## src/sv/lasb_pkg.sv

```systemverilog
// Shared types, codes and the helper function of the shard balancer.
package lasb_pkg;

  localparam int CMD_W     = 2;
  localparam int IDX_W     = 6;
  localparam int PATH_W    = 2;
  localparam int CNT_W     = 7;
  localparam int THR_W     = 8;
  localparam int SEED_W    = 64;
  localparam int CFG_IDX_W = 2;

  typedef logic [CMD_W-1:0]     cmd_t;
  typedef logic [IDX_W-1:0]     idx_t;
  typedef logic [PATH_W-1:0]    path_t;
  typedef logic [CFG_IDX_W-1:0] cfg_idx_t;
  typedef logic [SEED_W-1:0]    seed_t;

  localparam cmd_t CMD_ROUTE   = 2'd0;
  localparam cmd_t CMD_INSERT  = 2'd1;
  localparam cmd_t CMD_REMOVE  = 2'd2;
  localparam cmd_t CMD_INVALID = 2'd3;

  localparam path_t PATH_NATURAL = 2'd0;
  localparam path_t PATH_LEAST   = 2'd1;
  localparam path_t PATH_RANDOM  = 2'd2;

  localparam logic STATUS_OK      = 1'b0;
  localparam logic STATUS_IGNORED = 1'b1;

  localparam cfg_idx_t CFG_SHARD_COUNT = 2'd0;
  localparam cfg_idx_t CFG_THRESHOLD   = 2'd1;
  localparam cfg_idx_t CFG_SEED        = 2'd2;

  localparam logic [CNT_W-1:0] CNT_RESET  = 7'd64;
  localparam logic [THR_W-1:0] THR_RESET  = 8'd24;
  localparam seed_t            SEED_RESET = 64'd16045690984503098046;

  function automatic seed_t xs64(input seed_t x);
    seed_t a;
    seed_t b;
    a = x ^ (x << 13);
    b = a ^ (a >> 7);
    return b ^ (b << 17);
  endfunction

endpackage

```

## src/sv/lasb_in_if.sv

```systemverilog
// Input item channel of the shard balancer.
interface lasb_in_if;
  logic            valid;
  logic            ready;
  lasb_pkg::cmd_t  command;
  lasb_pkg::idx_t  shard_index;

  modport source (output valid, output command, output shard_index, input ready);
  modport sink (input valid, input command, input shard_index, output ready);
endinterface

```

## src/sv/lasb_out_if.sv

```systemverilog
// Result item channel of the shard balancer.
interface lasb_out_if;
  logic            valid;
  logic            ready;
  lasb_pkg::idx_t  chosen_shard;
  lasb_pkg::path_t route_path;
  logic            status;

  modport source (output valid, output chosen_shard, output route_path, output status,
                  input ready);
  modport sink (input valid, input chosen_shard, input route_path, input status,
                output ready);
endinterface

```

## src/sv/lasb_cfg_if.sv

```systemverilog
// Configuration write channel of the shard balancer.
interface lasb_cfg_if;
  logic               valid;
  logic               ready;
  lasb_pkg::cfg_idx_t index;
  lasb_pkg::seed_t    data;

  modport source (output valid, output index, output data, input ready);
  modport sink (input valid, input index, input data, output ready);
endinterface

```

## src/sv/lasb_ram.sv

```systemverilog
// Generic simple dual-port RAM with registered read data.
module lasb_ram #(
  parameter int WIDTH = 8,
  parameter int DEPTH = 2
) (
  input  logic                     clk,
  input  logic                     we,
  input  logic [$clog2(DEPTH)-1:0] waddr,
  input  logic [WIDTH-1:0]         wdata,
  input  logic [$clog2(DEPTH)-1:0] raddr,
  output logic [WIDTH-1:0]         rdata
);

  logic [WIDTH-1:0] mem [DEPTH];
  logic [WIDTH-1:0] rdata_r;

  always_ff @(posedge clk) begin
    if (we) begin
      mem[waddr] <= wdata;
    end
    rdata_r <= mem[raddr];
  end

  assign rdata = rdata_r;

endmodule

```

## src/sv/load_aware_shard_balancer_core.sv

```systemverilog
// Load-aware shard balancer: per-shard load counters in RAM, routing by scan.
// Ignored items go straight to the result; insert/remove reads a load and writes it back;
// a route scans n active shards, one RAM read each; random picks use a bit-serial modulo.
// Next item accepted in the cycle after its result is registered; a held result stalls input.
// Reset: a clearing pass writes zero to all MAX_SHARDS loads, one per cycle, with no
// item accepted meanwhile; state, count, threshold, output valid and generator are reset.
module load_aware_shard_balancer_core #(
  parameter int MAX_SHARDS = 64,
  parameter int LOAD_WIDTH = 32
) (
  input logic         clk,
  input logic         rst_n,
  lasb_in_if.sink     in_ch,
  lasb_out_if.source  out_ch,
  lasb_cfg_if.sink    cfg_ch
);

  localparam int AW  = $clog2(MAX_SHARDS);
  localparam int CW  = ($clog2(MAX_SHARDS + 1) > lasb_pkg::CNT_W) ?
                       $clog2(MAX_SHARDS + 1) : lasb_pkg::CNT_W;
  localparam int LW  = LOAD_WIDTH;
  localparam int TW  = LW + CW;
  localparam int MW  = LW + CW;
  localparam int PW  = TW + lasb_pkg::THR_W;
  localparam int SW  = lasb_pkg::SEED_W;
  localparam int BW  = $clog2(SW);

  localparam logic [2:0] S_CLEAR = 3'd0;
  localparam logic [2:0] S_IDLE  = 3'd1;
  localparam logic [2:0] S_UPD   = 3'd2;
  localparam logic [2:0] S_SCAN  = 3'd3;
  localparam logic [2:0] S_MUL   = 3'd4;
  localparam logic [2:0] S_CMP   = 3'd5;
  localparam logic [2:0] S_MOD   = 3'd6;
  localparam logic [2:0] S_DONE  = 3'd7;

  logic [2:0]                      state_r, state_nxt;
  logic [AW-1:0]                   clr_r, clr_nxt;
  logic [lasb_pkg::CNT_W-1:0]      cnt_r, cnt_nxt;
  logic [lasb_pkg::THR_W-1:0]      thr_r, thr_nxt;
  lasb_pkg::seed_t                 gen_r, gen_nxt;
  logic                            out_valid_r, out_valid_nxt;

  lasb_pkg::cmd_t                  cmd_r, cmd_nxt;
  lasb_pkg::idx_t                  idx_r, idx_nxt;
  logic [CW-1:0]                   dat_r, dat_nxt;
  logic [TW-1:0]                   sum_r, sum_nxt;
  logic [LW-1:0]                   min_r, min_nxt;
  logic [CW-1:0]                   best_r, best_nxt;
  logic [LW-1:0]                   nat_r, nat_nxt;
  logic [MW-1:0]                   pa_r, pa_nxt;
  logic [PW-1:0]                   pb_r, pb_nxt;
  logic [MW-1:0]                   pc_r, pc_nxt;
  lasb_pkg::seed_t                 div_r, div_nxt;
  logic [CW-1:0]                   rem_r, rem_nxt;
  logic [BW-1:0]                   bit_r, bit_nxt;
  lasb_pkg::idx_t                  res_shard_r, res_shard_nxt;
  lasb_pkg::path_t                 res_path_r, res_path_nxt;
  logic                            res_status_r, res_status_nxt;
  lasb_pkg::idx_t                  out_shard_r, out_shard_nxt;
  lasb_pkg::path_t                 out_path_r, out_path_nxt;
  logic                            out_status_r, out_status_nxt;

  logic                            ram_we;
  logic [AW-1:0]                   ram_waddr;
  logic [LW-1:0]                   ram_wdata;
  logic [AW-1:0]                   ram_raddr;
  logic [LW-1:0]                   ram_rdata;

  logic [CW-1:0]                   n_act;
  logic [LW-1:0]                   upd_val;
  logic [CW:0]                     mod_t;
  logic [CW-1:0]                   mod_rem;

  lasb_ram #(
    .WIDTH (LW),
    .DEPTH (MAX_SHARDS)
  ) u_load_ram (
    .clk   (clk),
    .we    (ram_we),
    .waddr (ram_waddr),
    .wdata (ram_wdata),
    .raddr (ram_raddr),
    .rdata (ram_rdata)
  );

  assign n_act = (cnt_r == '0) ? CW'(1) :
                 ((CW'(cnt_r) > CW'(MAX_SHARDS)) ? CW'(MAX_SHARDS) : CW'(cnt_r));

  always_comb begin
    case (cmd_r)
      lasb_pkg::CMD_INSERT: upd_val = (ram_rdata != '1) ? ram_rdata + LW'(1) : ram_rdata;
      lasb_pkg::CMD_REMOVE: upd_val = (ram_rdata != '0) ? ram_rdata - LW'(1) : ram_rdata;
      default:              upd_val = ram_rdata;
    endcase
  end

  assign mod_t   = {rem_r, div_r[SW-1]};
  assign mod_rem = (mod_t >= {1'b0, n_act}) ? CW'(mod_t - {1'b0, n_act}) : CW'(mod_t);

  assign in_ch.ready         = (state_r == S_IDLE);
  assign cfg_ch.ready        = 1'b1;
  assign out_ch.valid        = out_valid_r;
  assign out_ch.chosen_shard = out_shard_r;
  assign out_ch.route_path   = out_path_r;
  assign out_ch.status       = out_status_r;

  always_comb begin
    state_nxt      = state_r;
    clr_nxt        = clr_r;
    cnt_nxt        = cnt_r;
    thr_nxt        = thr_r;
    gen_nxt        = gen_r;
    out_valid_nxt  = out_valid_r;
    cmd_nxt        = cmd_r;
    idx_nxt        = idx_r;
    dat_nxt        = dat_r;
    sum_nxt        = sum_r;
    min_nxt        = min_r;
    best_nxt       = best_r;
    nat_nxt        = nat_r;
    pa_nxt         = pa_r;
    pb_nxt         = pb_r;
    pc_nxt         = pc_r;
    div_nxt        = div_r;
    rem_nxt        = rem_r;
    bit_nxt        = bit_r;
    res_shard_nxt  = res_shard_r;
    res_path_nxt   = res_path_r;
    res_status_nxt = res_status_r;
    out_shard_nxt  = out_shard_r;
    out_path_nxt   = out_path_r;
    out_status_nxt = out_status_r;

    ram_we    = 1'b0;
    ram_waddr = AW'(idx_r);
    ram_wdata = upd_val;
    ram_raddr = AW'(dat_r + CW'(1));

    if (out_valid_r && out_ch.ready) begin
      out_valid_nxt = 1'b0;
    end

    case (state_r)
      S_CLEAR: begin
        ram_we    = 1'b1;
        ram_waddr = clr_r;
        ram_wdata = '0;
        clr_nxt   = clr_r + AW'(1);
        if (clr_r == AW'(MAX_SHARDS - 1)) begin
          state_nxt = S_IDLE;
        end
      end
      S_IDLE: begin
        ram_raddr = (in_ch.command == lasb_pkg::CMD_ROUTE) ? '0 : AW'(in_ch.shard_index);
        if (in_ch.valid) begin
          cmd_nxt        = in_ch.command;
          idx_nxt        = in_ch.shard_index;
          dat_nxt        = '0;
          sum_nxt        = '0;
          min_nxt        = '1;
          best_nxt       = '0;
          res_shard_nxt  = in_ch.shard_index;
          res_path_nxt   = lasb_pkg::PATH_NATURAL;
          res_status_nxt = lasb_pkg::STATUS_OK;
          if (in_ch.command == lasb_pkg::CMD_INVALID || CW'(in_ch.shard_index) >= n_act) begin
            res_status_nxt = lasb_pkg::STATUS_IGNORED;
            state_nxt      = S_DONE;
          end else if (in_ch.command == lasb_pkg::CMD_ROUTE) begin
            state_nxt = S_SCAN;
          end else begin
            state_nxt = S_UPD;
          end
        end
      end
      S_UPD: begin
        ram_we    = 1'b1;
        state_nxt = S_DONE;
      end
      S_SCAN: begin
        sum_nxt = sum_r + TW'(ram_rdata);
        if (ram_rdata < min_r) begin
          min_nxt  = ram_rdata;
          best_nxt = dat_r;
        end
        if (dat_r == CW'(idx_r)) begin
          nat_nxt = ram_rdata;
        end
        dat_nxt = dat_r + CW'(1);
        if (dat_r == n_act - CW'(1)) begin
          state_nxt = S_MUL;
        end
      end
      S_MUL: begin
        pa_nxt    = MW'(nat_r) * MW'(n_act);
        pb_nxt    = PW'(thr_r) * PW'(sum_r);
        pc_nxt    = MW'(min_r) * MW'(n_act);
        state_nxt = S_CMP;
      end
      S_CMP: begin
        if (PW'({pa_r, 4'b0000}) <= pb_r) begin
          state_nxt = S_DONE;
        end else if (PW'(pc_r) < PW'(sum_r)) begin
          res_shard_nxt = best_r[lasb_pkg::IDX_W-1:0];
          res_path_nxt  = lasb_pkg::PATH_LEAST;
          state_nxt     = S_DONE;
        end else begin
          gen_nxt   = lasb_pkg::xs64(gen_r);
          div_nxt   = lasb_pkg::xs64(gen_r);
          rem_nxt   = '0;
          bit_nxt   = BW'(SW - 1);
          state_nxt = S_MOD;
        end
      end
      S_MOD: begin
        rem_nxt = mod_rem;
        div_nxt = div_r << 1;
        bit_nxt = bit_r - BW'(1);
        if (bit_r == '0) begin
          res_shard_nxt = mod_rem[lasb_pkg::IDX_W-1:0];
          res_path_nxt  = lasb_pkg::PATH_RANDOM;
          state_nxt     = S_DONE;
        end
      end
      S_DONE: begin
        if (!out_valid_r || out_ch.ready) begin
          out_valid_nxt  = 1'b1;
          out_shard_nxt  = res_shard_r;
          out_path_nxt   = res_path_r;
          out_status_nxt = res_status_r;
          state_nxt      = S_IDLE;
        end
      end
      default: begin
        state_nxt = S_IDLE;
      end
    endcase

    if (cfg_ch.valid) begin
      case (cfg_ch.index)
        lasb_pkg::CFG_SHARD_COUNT: cnt_nxt = cfg_ch.data[lasb_pkg::CNT_W-1:0];
        lasb_pkg::CFG_THRESHOLD:   thr_nxt = cfg_ch.data[lasb_pkg::THR_W-1:0];
        lasb_pkg::CFG_SEED:        gen_nxt = cfg_ch.data;
        default: begin
        end
      endcase
    end
  end

  always_ff @(posedge clk) begin
    if (!rst_n) begin
      state_r     <= S_CLEAR;
      clr_r       <= '0;
      cnt_r       <= lasb_pkg::CNT_RESET;
      thr_r       <= lasb_pkg::THR_RESET;
      gen_r       <= lasb_pkg::SEED_RESET;
      out_valid_r <= 1'b0;
    end else begin
      state_r     <= state_nxt;
      clr_r       <= clr_nxt;
      cnt_r       <= cnt_nxt;
      thr_r       <= thr_nxt;
      gen_r       <= gen_nxt;
      out_valid_r <= out_valid_nxt;
    end
  end

  always_ff @(posedge clk) begin
    cmd_r        <= cmd_nxt;
    idx_r        <= idx_nxt;
    dat_r        <= dat_nxt;
    sum_r        <= sum_nxt;
    min_r        <= min_nxt;
    best_r       <= best_nxt;
    nat_r        <= nat_nxt;
    pa_r         <= pa_nxt;
    pb_r         <= pb_nxt;
    pc_r         <= pc_nxt;
    div_r        <= div_nxt;
    rem_r        <= rem_nxt;
    bit_r        <= bit_nxt;
    res_shard_r  <= res_shard_nxt;
    res_path_r   <= res_path_nxt;
    res_status_r <= res_status_nxt;
    out_shard_r  <= out_shard_nxt;
    out_path_r   <= out_path_nxt;
    out_status_r <= out_status_nxt;
  end

endmodule
```

## src/flat_wrapper.sv

```systemverilog
// flat-port wrapper written by rule: the top's interface ports become plain ports
module load_aware_shard_balancer_core_flat 
#(
  parameter int MAX_SHARDS = 64,
  parameter int LOAD_WIDTH = 32
)
  (clk, rst_n, in_ch_valid, in_ch_command, in_ch_shard_index, in_ch_ready, out_ch_valid, out_ch_chosen_shard, out_ch_route_path, out_ch_status, out_ch_ready, cfg_ch_valid, cfg_ch_index, cfg_ch_data, cfg_ch_ready);
  lasb_in_if in_ch_i ();
  lasb_out_if out_ch_i ();
  lasb_cfg_if cfg_ch_i ();
  input logic clk;
  input logic rst_n;
  input wire logic [$bits(in_ch_i.valid)-1:0] in_ch_valid;
  input wire logic [$bits(in_ch_i.command)-1:0] in_ch_command;
  input wire logic [$bits(in_ch_i.shard_index)-1:0] in_ch_shard_index;
  output wire logic [$bits(in_ch_i.ready)-1:0] in_ch_ready;
  output wire logic [$bits(out_ch_i.valid)-1:0] out_ch_valid;
  output wire logic [$bits(out_ch_i.chosen_shard)-1:0] out_ch_chosen_shard;
  output wire logic [$bits(out_ch_i.route_path)-1:0] out_ch_route_path;
  output wire logic [$bits(out_ch_i.status)-1:0] out_ch_status;
  input wire logic [$bits(out_ch_i.ready)-1:0] out_ch_ready;
  input wire logic [$bits(cfg_ch_i.valid)-1:0] cfg_ch_valid;
  input wire logic [$bits(cfg_ch_i.index)-1:0] cfg_ch_index;
  input wire logic [$bits(cfg_ch_i.data)-1:0] cfg_ch_data;
  output wire logic [$bits(cfg_ch_i.ready)-1:0] cfg_ch_ready;
  assign in_ch_i.valid = in_ch_valid;
  assign in_ch_i.command = in_ch_command;
  assign in_ch_i.shard_index = in_ch_shard_index;
  assign in_ch_ready = in_ch_i.ready;
  assign out_ch_valid = out_ch_i.valid;
  assign out_ch_chosen_shard = out_ch_i.chosen_shard;
  assign out_ch_route_path = out_ch_i.route_path;
  assign out_ch_status = out_ch_i.status;
  assign out_ch_i.ready = out_ch_ready;
  assign cfg_ch_i.valid = cfg_ch_valid;
  assign cfg_ch_i.index = cfg_ch_index;
  assign cfg_ch_i.data = cfg_ch_data;
  assign cfg_ch_ready = cfg_ch_i.ready;
  load_aware_shard_balancer_core #(.MAX_SHARDS(MAX_SHARDS), .LOAD_WIDTH(LOAD_WIDTH)) u_core (.clk(clk), .rst_n(rst_n), .in_ch(in_ch_i), .out_ch(out_ch_i), .cfg_ch(cfg_ch_i));
endmodule
```

## config.mk

```make
export PLATFORM = sky130hd
export DESIGN_NAME = load_aware_shard_balancer_core_flat
export DESIGN_NICKNAME = d
export VERILOG_FILES = /design/src/sv/lasb_pkg.sv /design/src/sv/lasb_in_if.sv /design/src/sv/lasb_out_if.sv /design/src/sv/lasb_cfg_if.sv /design/src/sv/lasb_ram.sv /design/src/sv/load_aware_shard_balancer_core.sv /design/src/flat_wrapper.sv
export SDC_FILE = /design/constraint.sdc
export NUM_CORES = 2
export LEC_CHECK = 0
export BUFFER_PORTS_ARGS = -buffer_cell sky130_fd_sc_hd__buf_2
export CAP_MARGIN = 10
export CORE_MARGIN = 2
export CORE_UTILIZATION = 59
export CTS_CLUSTER_DIAMETER = 150
export DETAILED_ROUTE_END_ITERATION = 8
export MAX_ROUTING_LAYER = met4
export PLACE_DENSITY_LB_ADDON = 0.3
export SLEW_MARGIN = 20
export SYNTH_ARGS = -nofsm -noshare
export SYNTH_HDL_FRONTEND = slang
export SYNTH_SLANG_ARGS = --single-unit
```

## constraint.sdc

```tcl
create_clock -name clk -period 16.1 [get_ports clk]
set_input_delay 2.415 -clock clk [delete_from_list [all_inputs] [get_ports clk]]
set_output_delay 2.415 -clock clk [all_outputs]
set_load 0.05 [all_outputs]
```

After elaboration in Yosys (flattened, before gate mapping)
Memories as Yosys holds them, arrays and structs flattened. A register that Yosys moved wholly into a read port is not among the register bits.
Cells that the tools add are included.
{"block": "word_totals", "reg_bits": 433, "mem_bits_rw": 2048, "inputBits": 79, "word_cells": 155, "n_memories": 1}
{"block": "op_classes", "n_addsub": 8, "n_mul": 3, "n_lt_le_gt_ge": 6, "n_eq_ne": 25, "mux": 60, "n_bitwise": 3, "reduce_logical": 24}
{"name": "u_core.u_load_ram.mem", "words": 64, "width": 32, "rd": 1, "rd_ports_with_merged_regs": 1, "write_ports": 1, "line_no": "lasb_ram.sv:14", "source": "logic [WIDTH-1:0] mem [DEPTH];"}
{"cell": "$mux W64", "n": 7}
{"cell": "$mux W32", "n": 5}
{"cell": "$pmux W32 S2", "n": 2}
{"cell": "$pmux W64 S2", "n": 1}
{"cell": "$xor A64 B64 Y64", "n": 2}
{"cell": "$mul A32 B7 Y39", "n": 2}
{"cell": "$pmux W39 S2", "n": 1}
{"cell": "$xor A64 B57 Y64", "n": 1}
{"cell": "$mux W6", "n": 10}
{"cell": "$le A43 B47 Y1", "n": 1}
{"cell": "$mul A8 B39 Y47", "n": 1}
{"cell": "$mux W7", "n": 6}
{"cell": "$add A39 B32 Y39", "n": 1}
{"cell": "$lt A39 B39 Y1", "n": 1}
{"cell": "$mux W39", "n": 1}
{"cell": "$add A32 B1 Y32 const B", "n": 1}
{"cell": "$lt A32 B32 Y1", "n": 1}
{"cell": "$ne A32 B32 Y1 const B", "n": 1}
{"cell": "$reduce_bool A32 Y1", "n": 1}
{"cell": "$sub A32 B1 Y32 const B", "n": 1}
{"cell": "$pmux W7 S2", "n": 2}
{"cell": "$pmux W3 S8", "n": 1}
{"cell": "$pmux W6 S2", "n": 2}
{"cell": "$mux W3", "n": 7}
{"cell": "35 further kinds", "n": 70}

Longest topological paths before layout
{"block": "logic_depth", "ltp_word": 8, "ltp_mapped": 24}

By module
From an unflattened synthesis, not the netlist that was laid out.
{"block": "unflattened", "hier_cells": 8416, "hier_area_um2": 125530.4}
{"mod": "lasb_ram", "n_inst": 1, "cells_per_inst": 3324, "area_each_um2": 78512.8}
{"mod": "load_aware_shard_balancer_core", "n_inst": 1, "cells_per_inst": 5092, "area_each_um2": 47017.6}

Worst setup path after synthesis
No wires, ideal clock.
{"block": "synth_timing", "kind": "reg-to-reg", "start": "register u_core.state_r[2]", "end": "register u_core.pa_r[0] (enable)", "arrival_ns": 9.396, "required_ns": 15.338, "path_slack_ns": 5.942, "stages_incl_launch_ff": 5, "n_path_buf": 2, "cell_sequence": "dfxtp_1 > clkbuf_1 > inv_1 > clkbuf_1 > nor3_1"}
{"block": "synth_between", "elab_chain_len": 1}
{"element": "start, declared", "line_no": "load_aware_shard_balancer_core.sv:37", "source": "logic [2:0] state_r, state_nxt;"}
{"element": "start signal, assigned", "line_no": "load_aware_shard_balancer_core.sv:259", "source": "state_r <= state_nxt;"}
{"element": "$eq A3 B3 Y1", "line_no": "load_aware_shard_balancer_core.sv:144", "source": "case (state_r)"}
{"element": "end signal, assigned", "line_no": "load_aware_shard_balancer_core.sv:276", "source": "pa_r <= pa_nxt;"}
{"element": "end, declared", "line_no": "load_aware_shard_balancer_core.sv:51", "source": "logic [MW-1:0] pa_r, pa_nxt;"}
Every way passes these cells.
A chain may end at the register's enable or synchronous reset.

Worst setup path in the final report
{"block": "layout_timing", "start": "register u_core.cnt_r[6] (netlist bit)", "end": "register u_core.pc_r[37] (data pin)"}
{"block": "layout_between", "elab_chain_len": 4}
{"element": "start, declared", "line_no": "load_aware_shard_balancer_core.sv:39", "source": "logic [lasb_pkg::CNT_W-1:0] cnt_r, cnt_nxt;"}
{"element": "start signal, assigned", "line_no": "load_aware_shard_balancer_core.sv:254", "source": "cnt_r <= lasb_pkg::CNT_RESET;"}
{"element": "start signal, assigned", "line_no": "load_aware_shard_balancer_core.sv:261", "source": "cnt_r <= cnt_nxt;"}
{"element": "$gt A7 B7 Y1", "line_no": "load_aware_shard_balancer_core.sv:88", "source": "((CW'(cnt_r) > CW'(MAX_SHARDS)) ? CW'(MAX_SHARDS) : CW'(cnt_r));"}
{"element": "$mux W7", "line_no": "load_aware_shard_balancer_core.sv:88"}
{"element": "$mux W7 *", "line_no": "load_aware_shard_balancer_core.sv:87", "source": "assign n_act = (cnt_r == '0) ? CW'(1) :"}
{"element": "$mul A32 B7 Y39 *", "line_no": "load_aware_shard_balancer_core.sv:197", "source": "pc_nxt = MW'(min_r) * MW'(n_act);"}
{"element": "end signal, assigned", "line_no": "load_aware_shard_balancer_core.sv:278", "source": "pc_r <= pc_nxt;"}
{"element": "end, declared", "line_no": "load_aware_shard_balancer_core.sv:53", "source": "logic [MW-1:0] pc_r, pc_nxt;"}
Every way passes the cells marked *; elsewhere a longest branch is shown, timed or not.

==> flow_metrics.py <==
metrics = {
    "setup_path": {
        "path_depth": 24,
        "slowest_delay_ns": 0.68,
        "path_cells": "buf_4 -> nor2b_2 -> buf_4 -> inv_1 -> buf_4 -> nor2_1 -> fa_1 -> inv_1 -> fa_1 -> inv_1 -> fa_1 -> inv_1 -> fa_1 -> inv_1 -> ha_1 -> or4_1 -> o21ai_1 -> nor4b_1 -> o311ai_1 -> o221a_2 -> o41ai_1 -> o21a_1 -> o41ai_1 -> xnor2_1",
        "crit_start": "u_core.cnt_r[6]",
        "crit_type": "reg2reg",
        "rrSetupSlack_ns": 8.37,
        "cp-start-kind": "register",
        "slowest_stage": "inv_1",
        "crit_top_cell": "inv_1",
        "crit_buf_inv": 8,
        "crit_fanout": 50,
        "required_ns": 16.71,
        "cp.arrival_ns": 8.34,
        "crit_end": "u_core.pc_r[37]",
        "reg2reg_to": "u_core.pc_r[37]",
        "worstReg2RegStart": "u_core.cnt_r[6]",
        "end_kind": "register",
        "crit_family": "adder cells",
        "reg2regPathDepth": 24,
    },
    "run_status": {
        "outcome": "finished clean",
    },
    "clock_tree": {
        "cts_buffer_depth": 4,
        "cts_sinks": 2513,
        "htreeDepth": 5,
        "clockRootBuffer": "clkbuf_16",
        "insertion_delay_ns": 0.97,
        "cts_setup_buffers": 0,
        "cts.repair.resized": 0,
        "cts_hold_buf": 0,
        "cts.clk_slew.worst_paths_ns": 0.06,
        "cts_buffers": 277,
        "cts_tree": "done",
    },
    "layout": {
        "area_growth_pct": 10.1,
        "n_fill_cell": 15744,
        "fin_area_um2": 142000,
        "fin_cells": 14194,
        "fin_util_pct": 65.3,
        "nets": 12077,
        "drive_gt1_share_pct": 7.38,
    },
    "route": {
        "wire_per_inst_um": 25.9,
        "vias": 91649,
        "wirelength_um": 368000,
        "antenna_left": 0,
        "via_per_inst": 6.46,
        "drt_pass1_iterations": 9,
        "drc_errors": 0,
        "initialDrtViolationCount": 12643,
    },
    "sta": {
        "rsz0062_at_grt": "false",
        "max-slew-margin-rel_pct": 19.3,
        "fin_crit_ns": 7.73,
        "hold_violations": 0,
        "setup_viol": 0,
        "fin_skew_ns": 0.105,
        "period_share_pct": 48.0,
        "fmax_ghz": 0.129,
        "setup_tns_ns": 0,
        "worst_pin_slew_ns": 1.21,
        "slew_viol_final": 0,
    },
    "synth": {
        "synth_edf_count": 2392,
        "synth_nets": 12184,
        "ys_top_cells_by_area": "edfxtp_1 56%, fa_1 8.1%, nand2_1 7.4%",
        "synth.most_common_cell": "nand2_1",
        "synth_top_area_share_pct": 55.8,
        "yosys_register_bits": 2513,
        "avgSynthCellArea_um2": 11.5,
        "ys_seq_area_share_pct": 57.7,
        "synthArstFlopShare_pct": 0,
        "yosys-top-cells-count": "2552 x nand2_1, 2392 x edfxtp_1, 610 x inv_1, 600 x clkbuf_1, 580 x nand3_1",
        "postSynthCellCount": 11239,
        "syn_area_um2": 129000,
        "synth.distinct_cells": 91,
        "synth_top_cell_by_area": "edfxtp_1",
        "ys_warn_count": 0,
        "synth-main-ff-cell": "edfxtp_1",
    },
    "place": {
        "dp_hpwl_um": 214000,
        "place_inst": 13705,
        "place_area_um2": 133000,
        "port_buffers": 89,
        "place_congestion": 0.944,
    },
    "global_route": {
        "antenna_found_initial": 15,
        "grt_first_pass_wirelength_um": 549000,
        "grt.total_usage_pct": 33.7,
        "grt_pass1_vias": 89165,
        "grt_overflow_total": 0,
        "grt_max_degree": 206,
    },
    "floorplan": {
        "dieArea_um2": 222000,
        "die_x_um": 471,
        "core-area_um2": 217000,
        "die_h_um": 471,
        "num_io_pins": 91,
        "placementRows": 171,
        "initial_core_util_pct": 59.3,
    },
    "min_path": {
        "holdCritPathClass": "reg2reg",
    },
    "power": {
        "p_leak_uw": 0.0532,
        "peakVddDrop_uv": 332,
        "powerDensity_nw_per_um2": 177,
    },
    "flow_run": {
        "maxCapViolations": 0,
    },
}
==> cells by family (layout without fill, tap and decap cells) <==
| group | after synthesis | after routing | share of synthesized area [%] |
|---|---|---|---|
| other cells | 1 | 13 | 0.00291 |
| buf+inv | 1306 | 1395 | 3.85 |
| xor+xnor | 360 | 360 | 2.45 |
| mux | 49 | 49 | 0.399 |
| flops | 2513 | 2513 | 57.7 |
| fa+ha+maj | 866 | 866 | 11.5 |
| simple gates | 4587 | 4587 | 15.8 |
| compound gates | 1557 | 1557 | 8.38 |
==> registers in the layout, indices dropped and copies added, names as in the netlist, 7 cells and up <==
register,count
u_core.u_load_ram.rdata,32
u_core.cnt_r,7
u_core.pa_r,39
u_core.thr_r,8
u_core.nat_r,32
u_core.pb_r,47
u_core.dat_r,7
u_core.min_r,32
u_core.gen_r,64
u_core.pc_r,39
u_core.rem_r,7
u_core.sum_r,39
u_core.div_r,64
u_core.u_load_ram.mem,2048
==> final cells by class <==
type	instances	area, um2	share of cell area, %
repair buffers	301	2290	1.62
clock inverters	126	1240	0.878
flip-flops and latches	2513	74300	52.4
multi-input cells	7420	50500	35.6
diodes	12	30.0	0.0212
clock buffers	349	7460	5.27
inverters	619	2320	1.64
well taps	2854	3570	2.52
==> report_power, final <==
| group | internal, uW | total (uW) | switching, uW |
|---|---|---|---|
| Combinational | 2840 | 10100 | 7220 |
| Clock | 3640 | 6180 | 2540 |
| Sequential | 8520 | 8820 | 296 |
==> placed cells by master (no fill, tap or decap), drive strengths merged, types with 26 or more instances in the layout <==
cell,Yosys,routed
nand2,2552,2552
edfxtp,2392,2392
inv,611,616
nand3,580,580
nor2,546,546
fa,522,522
a311oi,386,386
a21oi,385,385
clkbuf,600,349
ha,344,344
and2,331,331
buf,87,301
and3,283,283
xnor2,226,226
o21ai,158,158
a31oi,155,155
xor2,134,134
a211oi,132,132
dfxtp,121,121
a21o,119,119
clkinv,8,93
nand2b,65,65
nor3,58,58
nand4,46,46
o21a,44,44
nor2b,39,39
o211ai,35,35
mux2i,34,34
nor4,26,26
==> routing by layer <==
| metal | vias to the layer above | global-route usage (%) | routed length, um |
|---|---|---|---|
| li1 | 39435 | - | - |
| met1 | 45218 | 45.9 | 140000 |
| met2 | 6024 | 49.8 | 166000 |
| met3 | 972 | 7.34 | 46300 |
| met4 | 0 | 13.2 | 15600 |
| met5 | - | - | 0 |
==> metrics by stage <==
stage	setup slack, ns	hold slack, ns	total power (uW)
after floorplan	5.94	0.400	15200
after global placement	8.34	0.406	18400
after detailed placement	8.50	0.405	18700
after CTS	8.50	0.415	24800
after global routing	8.16	0.420	26100
final	8.37	0.419	25100
==> how the worst min path moves through the flow <==
stage | from | endpoint | slack, ns | cells past startpoint
floorplan | u_core.res_shard_r[0] | u_core.out_ch.chosen_shard[0] | 0.40 | 0
global placement | u_core.res_path_r[1] | u_core.out_ch.route_path[1] | 0.41 | 0
detailed placement | u_core.res_path_r[0] | u_core.out_ch.route_path[0] | 0.40 | 0
CTS | u_core.res_shard_r[0] | u_core.out_ch.chosen_shard[0] | 0.41 | 0
global route | u_core.res_shard_r[0] | u_core.out_ch.chosen_shard[0] | 0.42 | 0
finish | u_core.res_shard_r[0] | u_core.out_ch.chosen_shard[0] | 0.42 | 0
Power figures use the tool's default switching activity.
